--- src/rtl/core/dcps_pkg.sv ---
package dcps_pkg;

    // default widths of a daily count and of a day counter
    localparam int COUNT_WIDTH_DEF = 20;
    localparam int DAY_WIDTH_DEF   = 16;

    // configuration register map
    localparam int CFG_INDEX_WIDTH = 2;

    typedef logic [CFG_INDEX_WIDTH-1:0] cfg_index_t;

    localparam cfg_index_t CFG_ABOVE_THRESHOLD = 2'd0;
    localparam cfg_index_t CFG_BELOW_THRESHOLD = 2'd1;

endpackage

--- src/rtl/core/dcps_cfg.sv ---
module dcps_cfg #(
    parameter int COUNT_WIDTH = dcps_pkg::COUNT_WIDTH_DEF
) (
    input  logic                       clk,
    input  logic                       rst_n,
    input  logic                       wr_en,
    input  dcps_pkg::cfg_index_t       wr_index,
    input  logic [COUNT_WIDTH-1:0]     wr_data,
    output logic [COUNT_WIDTH-1:0]     above_threshold,
    output logic [COUNT_WIDTH-1:0]     below_threshold
);

    logic [COUNT_WIDTH-1:0] above_reg;
    logic [COUNT_WIDTH-1:0] above_next;
    logic [COUNT_WIDTH-1:0] below_reg;
    logic [COUNT_WIDTH-1:0] below_next;

    // register decode, unknown indexes are dropped
    always_comb
    begin
        above_next = above_reg;
        below_next = below_reg;
        if (wr_en)
        begin
            unique case (wr_index)
                dcps_pkg::CFG_ABOVE_THRESHOLD: above_next = wr_data;
                dcps_pkg::CFG_BELOW_THRESHOLD: below_next = wr_data;
                default:                       ;
            endcase
        end
    end

    always_ff @(posedge clk or negedge rst_n)
    begin
        if (!rst_n)
        begin
            above_reg <= '0;
            below_reg <= '0;
        end
        else
        begin
            above_reg <= above_next;
            below_reg <= below_next;
        end
    end

    assign above_threshold = above_reg;
    assign below_threshold = below_reg;

endmodule

--- src/rtl/core/dcps_stats.sv ---
module dcps_stats #(
    parameter int COUNT_WIDTH = dcps_pkg::COUNT_WIDTH_DEF,
    parameter int DAY_WIDTH   = dcps_pkg::DAY_WIDTH_DEF
) (
    input  logic                     clk,
    input  logic                     rst_n,
    input  logic                     step,
    input  logic [COUNT_WIDTH-1:0]   sample_count,
    input  logic                     start_new,
    input  logic [COUNT_WIDTH-1:0]   above_threshold,
    input  logic [COUNT_WIDTH-1:0]   below_threshold,
    output logic signed [COUNT_WIDTH:0] change_from_previous,
    output logic [COUNT_WIDTH-1:0]   peak_value,
    output logic [DAY_WIDTH-1:0]     peak_day,
    output logic [DAY_WIDTH-1:0]     days_above,
    output logic [DAY_WIDTH-1:0]     trailing_low_days
);

    localparam logic [DAY_WIDTH-1:0] DAY_MAX = '1;

    logic [COUNT_WIDTH-1:0] prev_reg;
    logic [COUNT_WIDTH-1:0] prev_next;
    logic [COUNT_WIDTH-1:0] peak_reg;
    logic [COUNT_WIDTH-1:0] peak_next;
    logic [DAY_WIDTH-1:0]   peak_day_reg;
    logic [DAY_WIDTH-1:0]   peak_day_next;
    logic [DAY_WIDTH-1:0]   day_reg;
    logic [DAY_WIDTH-1:0]   day_next;
    logic [DAY_WIDTH-1:0]   above_reg;
    logic [DAY_WIDTH-1:0]   above_next;
    logic [DAY_WIDTH-1:0]   low_reg;
    logic [DAY_WIDTH-1:0]   low_next;

    // state as seen by this word, after an optional clear
    logic [COUNT_WIDTH-1:0] prev_cur;
    logic [COUNT_WIDTH-1:0] peak_cur;
    logic [DAY_WIDTH-1:0]   peak_day_cur;
    logic [DAY_WIDTH-1:0]   day_cur;
    logic [DAY_WIDTH-1:0]   above_cur;
    logic [DAY_WIDTH-1:0]   low_cur;
    logic                   new_peak;

    always_comb
    begin
        prev_cur     = start_new ? '0 : prev_reg;
        peak_cur     = start_new ? '0 : peak_reg;
        peak_day_cur = start_new ? '0 : peak_day_reg;
        day_cur      = start_new ? '0 : day_reg;
        above_cur    = start_new ? '0 : above_reg;
        low_cur      = start_new ? '0 : low_reg;

        // ties keep the earlier day
        new_peak = (day_cur == '0) || (sample_count > peak_cur);

        change_from_previous = $signed({1'b0, sample_count} - {1'b0, prev_cur});

        peak_next     = new_peak ? sample_count : peak_cur;
        peak_day_next = new_peak ? day_cur : peak_day_cur;

        if (sample_count > above_threshold)
            above_next = (above_cur == DAY_MAX) ? above_cur : above_cur + 1'b1;
        else
            above_next = above_cur;

        if (sample_count < below_threshold)
            low_next = (low_cur == DAY_MAX) ? low_cur : low_cur + 1'b1;
        else
            low_next = '0;

        day_next  = (day_cur == DAY_MAX) ? day_cur : day_cur + 1'b1;
        prev_next = sample_count;
    end

    always_ff @(posedge clk or negedge rst_n)
    begin
        if (!rst_n)
        begin
            prev_reg     <= '0;
            peak_reg     <= '0;
            peak_day_reg <= '0;
            day_reg      <= '0;
            above_reg    <= '0;
            low_reg      <= '0;
        end
        else if (step)
        begin
            prev_reg     <= prev_next;
            peak_reg     <= peak_next;
            peak_day_reg <= peak_day_next;
            day_reg      <= day_next;
            above_reg    <= above_next;
            low_reg      <= low_next;
        end
    end

    assign peak_value        = peak_next;
    assign peak_day          = peak_day_next;
    assign days_above        = above_next;
    assign trailing_low_days = low_next;

    // no tally can run ahead of the number of days taken
    a_peak_day_in_range: assert property (@(posedge clk) disable iff (!rst_n)
        peak_day_reg <= day_reg)
        else $error("peak day beyond day counter");

    a_above_in_range: assert property (@(posedge clk) disable iff (!rst_n)
        above_reg <= day_reg)
        else $error("above tally beyond day counter");

    a_low_in_range: assert property (@(posedge clk) disable iff (!rst_n)
        low_reg <= day_reg)
        else $error("low run beyond day counter");

endmodule

--- src/rtl/core/daily_count_peak_statistics_unit.sv ---
// Daily count statistics: each input word carries one day's group count
// (s_tdata) and a start flag (s_tuser) that clears all statistics before the
// count is taken; every input word yields exactly one output word holding the
// change from the previous count, the running peak and the 0-based day of its
// first occurrence, the number of days above above_threshold and the length of
// the current run of days below below_threshold (day counters saturate). The
// unit takes one word per clock while m_tready allows: an input register feeds
// one pass of compares and adds into an output register, and the statistics
// registers are updated in that same cycle; a new word can enter while
// an earlier result still waits on m_tready. Thresholds are written through
// the cfg port (index 0 above, index 1 below, other indexes ignored) and are
// meant to change only while no word is in flight.
module daily_count_peak_statistics_unit #(
    parameter int COUNT_WIDTH = dcps_pkg::COUNT_WIDTH_DEF,
    parameter int DAY_WIDTH   = dcps_pkg::DAY_WIDTH_DEF,
    localparam int IN_BITS    = ((COUNT_WIDTH + 7) / 8) * 8,
    localparam int OUT_BITS   = ((2 * COUNT_WIDTH + 1 + 3 * DAY_WIDTH + 7) / 8) * 8
) (
    input  logic                       clk,
    input  logic                       rst_n,
    // input words
    input  logic                       s_tvalid,
    output logic                       s_tready,
    input  logic [IN_BITS-1:0]         s_tdata,   // sample_count, zero pad
    input  logic                       s_tuser,   // start_new
    // result words
    output logic                       m_tvalid,
    input  logic                       m_tready,
    output logic [OUT_BITS-1:0]        m_tdata,   // change_from_previous,
                                                  // peak_value, peak_day,
                                                  // days_above,
                                                  // trailing_low_days, zero pad
    // threshold writes
    input  logic                       cfg_valid,
    output logic                       cfg_ready,
    input  dcps_pkg::cfg_index_t       cfg_index,
    input  logic [COUNT_WIDTH-1:0]     cfg_data
);

    localparam int OUT_USED  = 2 * COUNT_WIDTH + 1 + 3 * DAY_WIDTH;
    localparam int OUT_PAD   = OUT_BITS - OUT_USED;

    logic                    in_valid_reg;
    logic                    in_valid_next;
    logic [COUNT_WIDTH-1:0]  in_count_reg;
    logic                    in_start_reg;
    logic                    out_valid_reg;
    logic                    out_valid_next;
    logic [OUT_USED-1:0]     out_data_reg;

    logic                    s_accept;
    logic                    out_free;
    logic                    advance;

    logic [COUNT_WIDTH-1:0]  above_threshold;
    logic [COUNT_WIDTH-1:0]  below_threshold;

    logic signed [COUNT_WIDTH:0] change_from_previous;
    logic [COUNT_WIDTH-1:0]  peak_value;
    logic [DAY_WIDTH-1:0]    peak_day;
    logic [DAY_WIDTH-1:0]    days_above;
    logic [DAY_WIDTH-1:0]    trailing_low_days;

    // handshake: the input register refills whenever the output register can
    // take its word, so both sides run at full rate while m_tready is high
    assign out_free = !out_valid_reg || m_tready;
    assign advance  = in_valid_reg && out_free;
    assign s_tready = !in_valid_reg || out_free;
    assign s_accept = s_tvalid && s_tready;

    always_comb
    begin
        in_valid_next = in_valid_reg;
        if (s_accept)
            in_valid_next = 1'b1;
        else if (advance)
            in_valid_next = 1'b0;

        out_valid_next = out_valid_reg;
        if (advance)
            out_valid_next = 1'b1;
        else if (m_tready)
            out_valid_next = 1'b0;
    end

    always_ff @(posedge clk or negedge rst_n)
    begin
        if (!rst_n)
        begin
            in_valid_reg  <= 1'b0;
            out_valid_reg <= 1'b0;
        end
        else
        begin
            in_valid_reg  <= in_valid_next;
            out_valid_reg <= out_valid_next;
        end
    end

    // payload registers
    always_ff @(posedge clk)
    begin
        if (s_accept)
        begin
            in_count_reg <= s_tdata[COUNT_WIDTH-1:0];
            in_start_reg <= s_tuser;
        end
        if (advance)
        begin
            out_data_reg <= {trailing_low_days, days_above, peak_day, peak_value,
                             change_from_previous};
        end
    end

    // threshold registers, writes are always taken
    assign cfg_ready = 1'b1;

    dcps_cfg #(
        .COUNT_WIDTH (COUNT_WIDTH)
    ) u_cfg (
        .clk             (clk),
        .rst_n           (rst_n),
        .wr_en           (cfg_valid),
        .wr_index        (cfg_index),
        .wr_data         (cfg_data),
        .above_threshold (above_threshold),
        .below_threshold (below_threshold)
    );

    // running statistics, updated as the word moves to the output register
    dcps_stats #(
        .COUNT_WIDTH (COUNT_WIDTH),
        .DAY_WIDTH   (DAY_WIDTH)
    ) u_stats (
        .clk                  (clk),
        .rst_n                (rst_n),
        .step                 (advance),
        .sample_count         (in_count_reg),
        .start_new            (in_start_reg),
        .above_threshold      (above_threshold),
        .below_threshold      (below_threshold),
        .change_from_previous (change_from_previous),
        .peak_value           (peak_value),
        .peak_day             (peak_day),
        .days_above           (days_above),
        .trailing_low_days    (trailing_low_days)
    );

    assign m_tvalid = out_valid_reg;
    assign m_tdata  = {{OUT_PAD{1'b0}}, out_data_reg};

endmodule
--- config.mk ---
export PLATFORM = sky130hd
export DESIGN_NAME = daily_count_peak_statistics_unit
export DESIGN_NICKNAME = d
export VERILOG_FILES = /design/src/rtl/core/dcps_pkg.sv /design/src/rtl/core/dcps_cfg.sv /design/src/rtl/core/dcps_stats.sv /design/src/rtl/core/daily_count_peak_statistics_unit.sv
export SDC_FILE = /design/constraint.sdc
export NUM_CORES = 1
export LEC_CHECK = 0
export BUFFER_PORTS_ARGS = -buffer_cell sky130_fd_sc_hd__buf_2
export CELL_PAD_IN_SITES_DETAIL_PLACEMENT = 1
export CELL_PAD_IN_SITES_GLOBAL_PLACEMENT = 2
export CORE_ASPECT_RATIO = 1.5
export CORE_UTILIZATION = 35
export DETAILED_ROUTE_END_ITERATION = 16
export GPL_TIMING_DRIVEN = 0
export PLACE_DENSITY_LB_ADDON = 0.1
export SYNTH_ARGS = -nofsm -noshare
export SYNTH_HDL_FRONTEND = slang
export SYNTH_HIERARCHICAL = 1
export SYNTH_SLANG_ARGS = --single-unit
--- constraint.sdc ---
create_clock -name clk -period 10.2 [get_ports clk]
set_input_delay 0.51 -clock clk [delete_from_list [all_inputs] [get_ports clk]]
set_output_delay 0.51 -clock clk [all_outputs]
set_load 0.01 [all_outputs]
==> Flow_metrics.wiki <==
{| class="wikitable"
! Metric !! Value
|-
| Worst slew margin || 0.4580
|-
| Pin count of the biggest net entering global routing || 109
|-
| Number of iterations in the first detailed-routing pass || 4
|-
| Worst hold path type || in -> reg
|-
| Final clock period utilization by the worst path || 0.5034
|-
| Arr. time, crit path || 5.45 ns
|-
| Number of endpoints failing setup at the final stage || 0
|-
| Post-synthesis instance area || 0.01374 mm²
|-
| Floorplan die area || 0.04006 mm²
|-
| Antenna Violating Nets Remaining || 0
|-
| Number of filler instances in the final layout || 4314
|-
| Count of yosys warnings during synthesis || 6
|-
| Slack of the worst reg-to-reg path || 5.07 ns
|-
| Number of buffers inserted for hold repair after clock tree synthesis || 1
|-
| Commonest cells in the netlist || 146 x sky130_fd_sc_hd__dfrtp_1, 145 x sky130_fd_sc_hd__nand2_1, 110 x sky130_fd_sc_hd__edfxtp_1
|-
| Register bit total from synthesis || 256
|-
| Max-slew violation count || 0
|-
| Type of origin of the critical path || flop
|-
| FP Rows || 88
|-
| Ratio of cells with drive above 1 in the final layout || 0.2127
|-
| WS Path Type || reg -> reg
|-
| Overall Global Routing Usage || 0.2074
|-
| CP required || 10.51 ns
|-
| Share of synthesized area occupied by flip-flops and latches || 0.5065
|-
| Wire length of the first global-routing pass || 63.14 mm
|-
| DRC violation count after routing || 0
|-
| Clock latency of the later-clocked register in the worst-skew pair || 0.57 ns
|-
| Synth area leader || sky130_fd_sc_hd__dfrtp_1
|-
| Outcome || finished, final reports clean
|-
| Most used standard cell by instance count after synthesis || sky130_fd_sc_hd__dfrtp_1
|-
| Synthesized instance count || 1235
|-
| Net count, final || 1548
|-
| Post-synthesis async set-or-reset flop share || 0.5703
|-
| Htree depth || 1
|-
| Largest fanout on the critical path || 10
|-
| DP Cell Count || 1876
|-
| Mean routed wirelength per cell || 20.95 µm
|-
| Final critical delay including setup and external delays || 5.135 ns
|-
| Sink Count || 256
|-
| Leading register cell type out of synthesis || sky130_fd_sc_hd__dfrtp_1
|-
| Fraction of power spent switching nets || 0.3132
|-
| Die extent in x || 163.8 µm
|-
| Reported leakage power || 7.065 nW
|-
| Vias in the first global route || 10920
|-
| Mapped Avg Cell Area || 11.12 µm²
|-
| Sequential Power Share || 0.419
|-
| Boundary Pins || 151
|-
| Leading post-synthesis cells by cell area || sky130_fd_sc_hd__dfrtp_1 27%, sky130_fd_sc_hd__edfxtp_1 24%, sky130_fd_sc_hd__ha_1 7.6%
|-
| Die outline height || 244.6 µm
|-
| Maximum Capacitance Violations || 0
|-
| Worst Slack Setup Final || 5.065 ns
|-
| Footprint of the flip-flops and latches || 0.006957 mm²
|-
| Initial antenna violation count || 2
|-
| Internal power of the cells || 2.248 mW
|-
| Gates resized, CTS repair || 0
|-
| Share of total power in the clock network || 0.333
|-
| Area share of the largest cell type after synthesis || 0.2660
|-
| Power density over the cells || 203.0 mW/mm²
|-
| Fraction of the core area covered by cells at the end of the flow || 0.4185
|-
| # Post-CTS Setup Buffers || 0
|-
| Peak ir drop on the vdd network || 0.1398 mV
|-
| Filler-free cell count of the finished design || 1931
|-
| Global route total overflow || 0
|-
| Transition time of the tightest slew-check pin || 0.8129 ns
|-
| Number of hold violations in the final report || 0
|-
| Achievable clock frequency || 0.1947 GHz
|-
| Post-route clock skew || 0.01425 ns
|-
| Area Growth Syn to Fin || 17.42%
|-
| Fin Setup TNS || 0 ns
|-
| Footprint of the multi-input gates || 0.006181 mm²
|-
| Proportion of power drawn by combinational gates || 0.248
|-
| Type of destination of the critical path || flop
|-
| Iteration-0 DRC Markers || 371
|-
| Worst setup slack before clock tree synthesis || 5.069 ns
|-
| Count of vias placed by the detailed router || 10230
|-
| Hold Slack || 0.1095 ns
|-
| Starting utilization of the core area || 0.3564
|-
| Routed Wire Length || 40.45 mm
|-
| Maximum number of buffers from clock root to sink || 3
|-
| Via density per instance || 5.296
|-
| Setup repair after global routing missed its margin || false
|-
| Clock tree root driver cell || sky130_fd_sc_hd__clkbuf_16
|-
| TritonCTS clock tree || yes
|-
| Clock slew at the register clock pins of the worst setup and hold paths || 0.07 ns
|-
| Count of unique library cells instantiated by Yosys || 84
|-
| Port Buffer Count || 138
|-
| Number of flip-flops under the largest register name || 89
|-
| Detailed placement HPWL || 30.12 mm
|-
| Number of flops mapped to enable cells by yosys || 110
|-
| Core Box Area || 0.03854 mm²
|-
| Switching pwr || 1.026 mW
|-
| Final weighted congestion in routability-driven placement || 0.7955
|-
| Inserted Clock Buffers || 28
|}
[power by group through the flow]
| stage | Sequential [mW] | Combinational (mW) | Clock (mW) |
|---|---|---|---|
| 2_1_floorplan | 1.39 | 0.521 | 0 |
| 3_3_place_gp | 1.39 | 0.804 | 0 |
| 3_5_place_dp | 1.39 | 0.820 | 0 |
| 4_1_cts | 1.37 | 0.826 | 1.12 |
| 5_1_grt | 1.39 | 0.903 | 1.16 |
| 6_report | 1.37 | 0.813 | 1.09 |
[critical path, cell delays in order (launching register included)]
cell	delay, ns
sky130_fd_sc_hd__edfxtp_1	0.48
sky130_fd_sc_hd__buf_4	0.25
sky130_fd_sc_hd__clkinv_1	0.26
sky130_fd_sc_hd__clkbuf_1	0.51
sky130_fd_sc_hd__clkbuf_1	0.64
sky130_fd_sc_hd__buf_1	0.44
sky130_fd_sc_hd__nand2_1	0.11
sky130_fd_sc_hd__ha_1	0.36
sky130_fd_sc_hd__nor2b_1	0.20
sky130_fd_sc_hd__o31a_1	0.19
sky130_fd_sc_hd__o21bai_1	0.11
sky130_fd_sc_hd__a211oi_1	0.43
sky130_fd_sc_hd__o2111ai_1	0.20
sky130_fd_sc_hd__a31oi_1	0.30
sky130_fd_sc_hd__a221o_1	0.26
sky130_fd_sc_hd__a31oi_1	0.11
[cell families after synthesis]
logic type | Yosys count | synth area share
buf+inv | 133 | 0.04536
simple gates | 388 | 0.1451
flops | 256 | 0.5065
fa+ha+maj | 84 | 0.07706
mux | 85 | 0.06804
compound gates | 243 | 0.1294
xor+xnor | 44 | 0.02806
other cells | 2 | 0.0005468
[stage by stage]
stage | power (mW) | cell area, µm²
2_1_floorplan | 1.907 | 13760
3_3_place_gp | 2.195 | 15070
3_5_place_dp | 2.212 | 15140
4_1_cts | 3.324 | 16120
5_1_grt | 3.455 | 16120
6_report | 3.274 | 16130
[final cells by class]
type                            count  share of cell area
Inverter                           71             0.01652
Timing Repair Buffer              141             0.04748
Multi-Input combinational cell    852              0.3832
Antenna cell                        2           0.0003103
Buffer                             62             0.02211
Sequential cell                   256              0.4313
Tap cell                          495             0.03840
Clock inverter                     13             0.01016
Clock buffer                       39             0.05043
[final timing paths]
check	start	end	cells past startpoint
max	in_start_reg$_DFFE_PP_	out_data_reg[20]$_DFFE_PP_	15
min	s_tdata[0]	in_count_reg[0]$_DFFE_PP_	1
max reg2reg	in_start_reg$_DFFE_PP_	out_data_reg[20]$_DFFE_PP_	15
min reg2reg	u_cfg/above_threshold[17]$_DFFE_PN0P_	u_cfg/above_threshold[17]$_DFFE_PN0P_	1
max in group asynchronous	rst_n	u_cfg/below_threshold[11]$_DFFE_PN0P_	3
min in group asynchronous	rst_n	u_stats/low_reg[6]$_DFFE_PN0P_	2
[layout by cell type (no fill, tap or decap), types with 8 or more instances in the layout]
| cell type | netlist | routed |
|---|---|---|
| sky130_fd_sc_hd__clkbuf_16 | 0 | 29 |
| sky130_fd_sc_hd__and3_1 | 15 | 15 |
| sky130_fd_sc_hd__buf_4 | 10 | 10 |
| sky130_fd_sc_hd__xnor2_1 | 28 | 28 |
| sky130_fd_sc_hd__nor3_1 | 12 | 12 |
| sky130_fd_sc_hd__nand2b_1 | 16 | 16 |
| sky130_fd_sc_hd__xor2_1 | 16 | 16 |
| sky130_fd_sc_hd__buf_6 | 10 | 10 |
| sky130_fd_sc_hd__nand2_1 | 145 | 145 |
| sky130_fd_sc_hd__a21o_1 | 33 | 33 |
| sky130_fd_sc_hd__ha_1 | 83 | 83 |
| sky130_fd_sc_hd__buf_2 | 9 | 146 |
| sky130_fd_sc_hd__clkbuf_1 | 26 | 31 |
| sky130_fd_sc_hd__nor2b_1 | 24 | 24 |
| sky130_fd_sc_hd__inv_1 | 70 | 70 |
| sky130_fd_sc_hd__mux2i_1 | 21 | 21 |
| sky130_fd_sc_hd__dfrtp_1 | 146 | 146 |
| sky130_fd_sc_hd__a22o_1 | 24 | 24 |
| sky130_fd_sc_hd__conb_1 | 2 | 8 |
| sky130_fd_sc_hd__o21ai_0 | 43 | 43 |
| sky130_fd_sc_hd__and4_1 | 9 | 9 |
| sky130_fd_sc_hd__a21oi_1 | 39 | 39 |
| sky130_fd_sc_hd__nand3_1 | 26 | 26 |
| sky130_fd_sc_hd__o31ai_1 | 10 | 10 |
| sky130_fd_sc_hd__o311ai_1 | 8 | 8 |
| sky130_fd_sc_hd__edfxtp_1 | 110 | 110 |
| sky130_fd_sc_hd__nor2_1 | 59 | 59 |
| sky130_fd_sc_hd__nand4_1 | 35 | 35 |
| sky130_fd_sc_hd__o21a_1 | 9 | 9 |
| sky130_fd_sc_hd__mux2_2 | 62 | 62 |
[per-layer routing]
metal | track usage | wire length, µm
met5 | 0 | 0
met4 | 0.07081 | 1233
met3 | 0.02585 | 1337
met2 | 0.3902 | 21900
met1 | 0.2371 | 15980
Note: power is estimated with default switching activity, not from simulation.
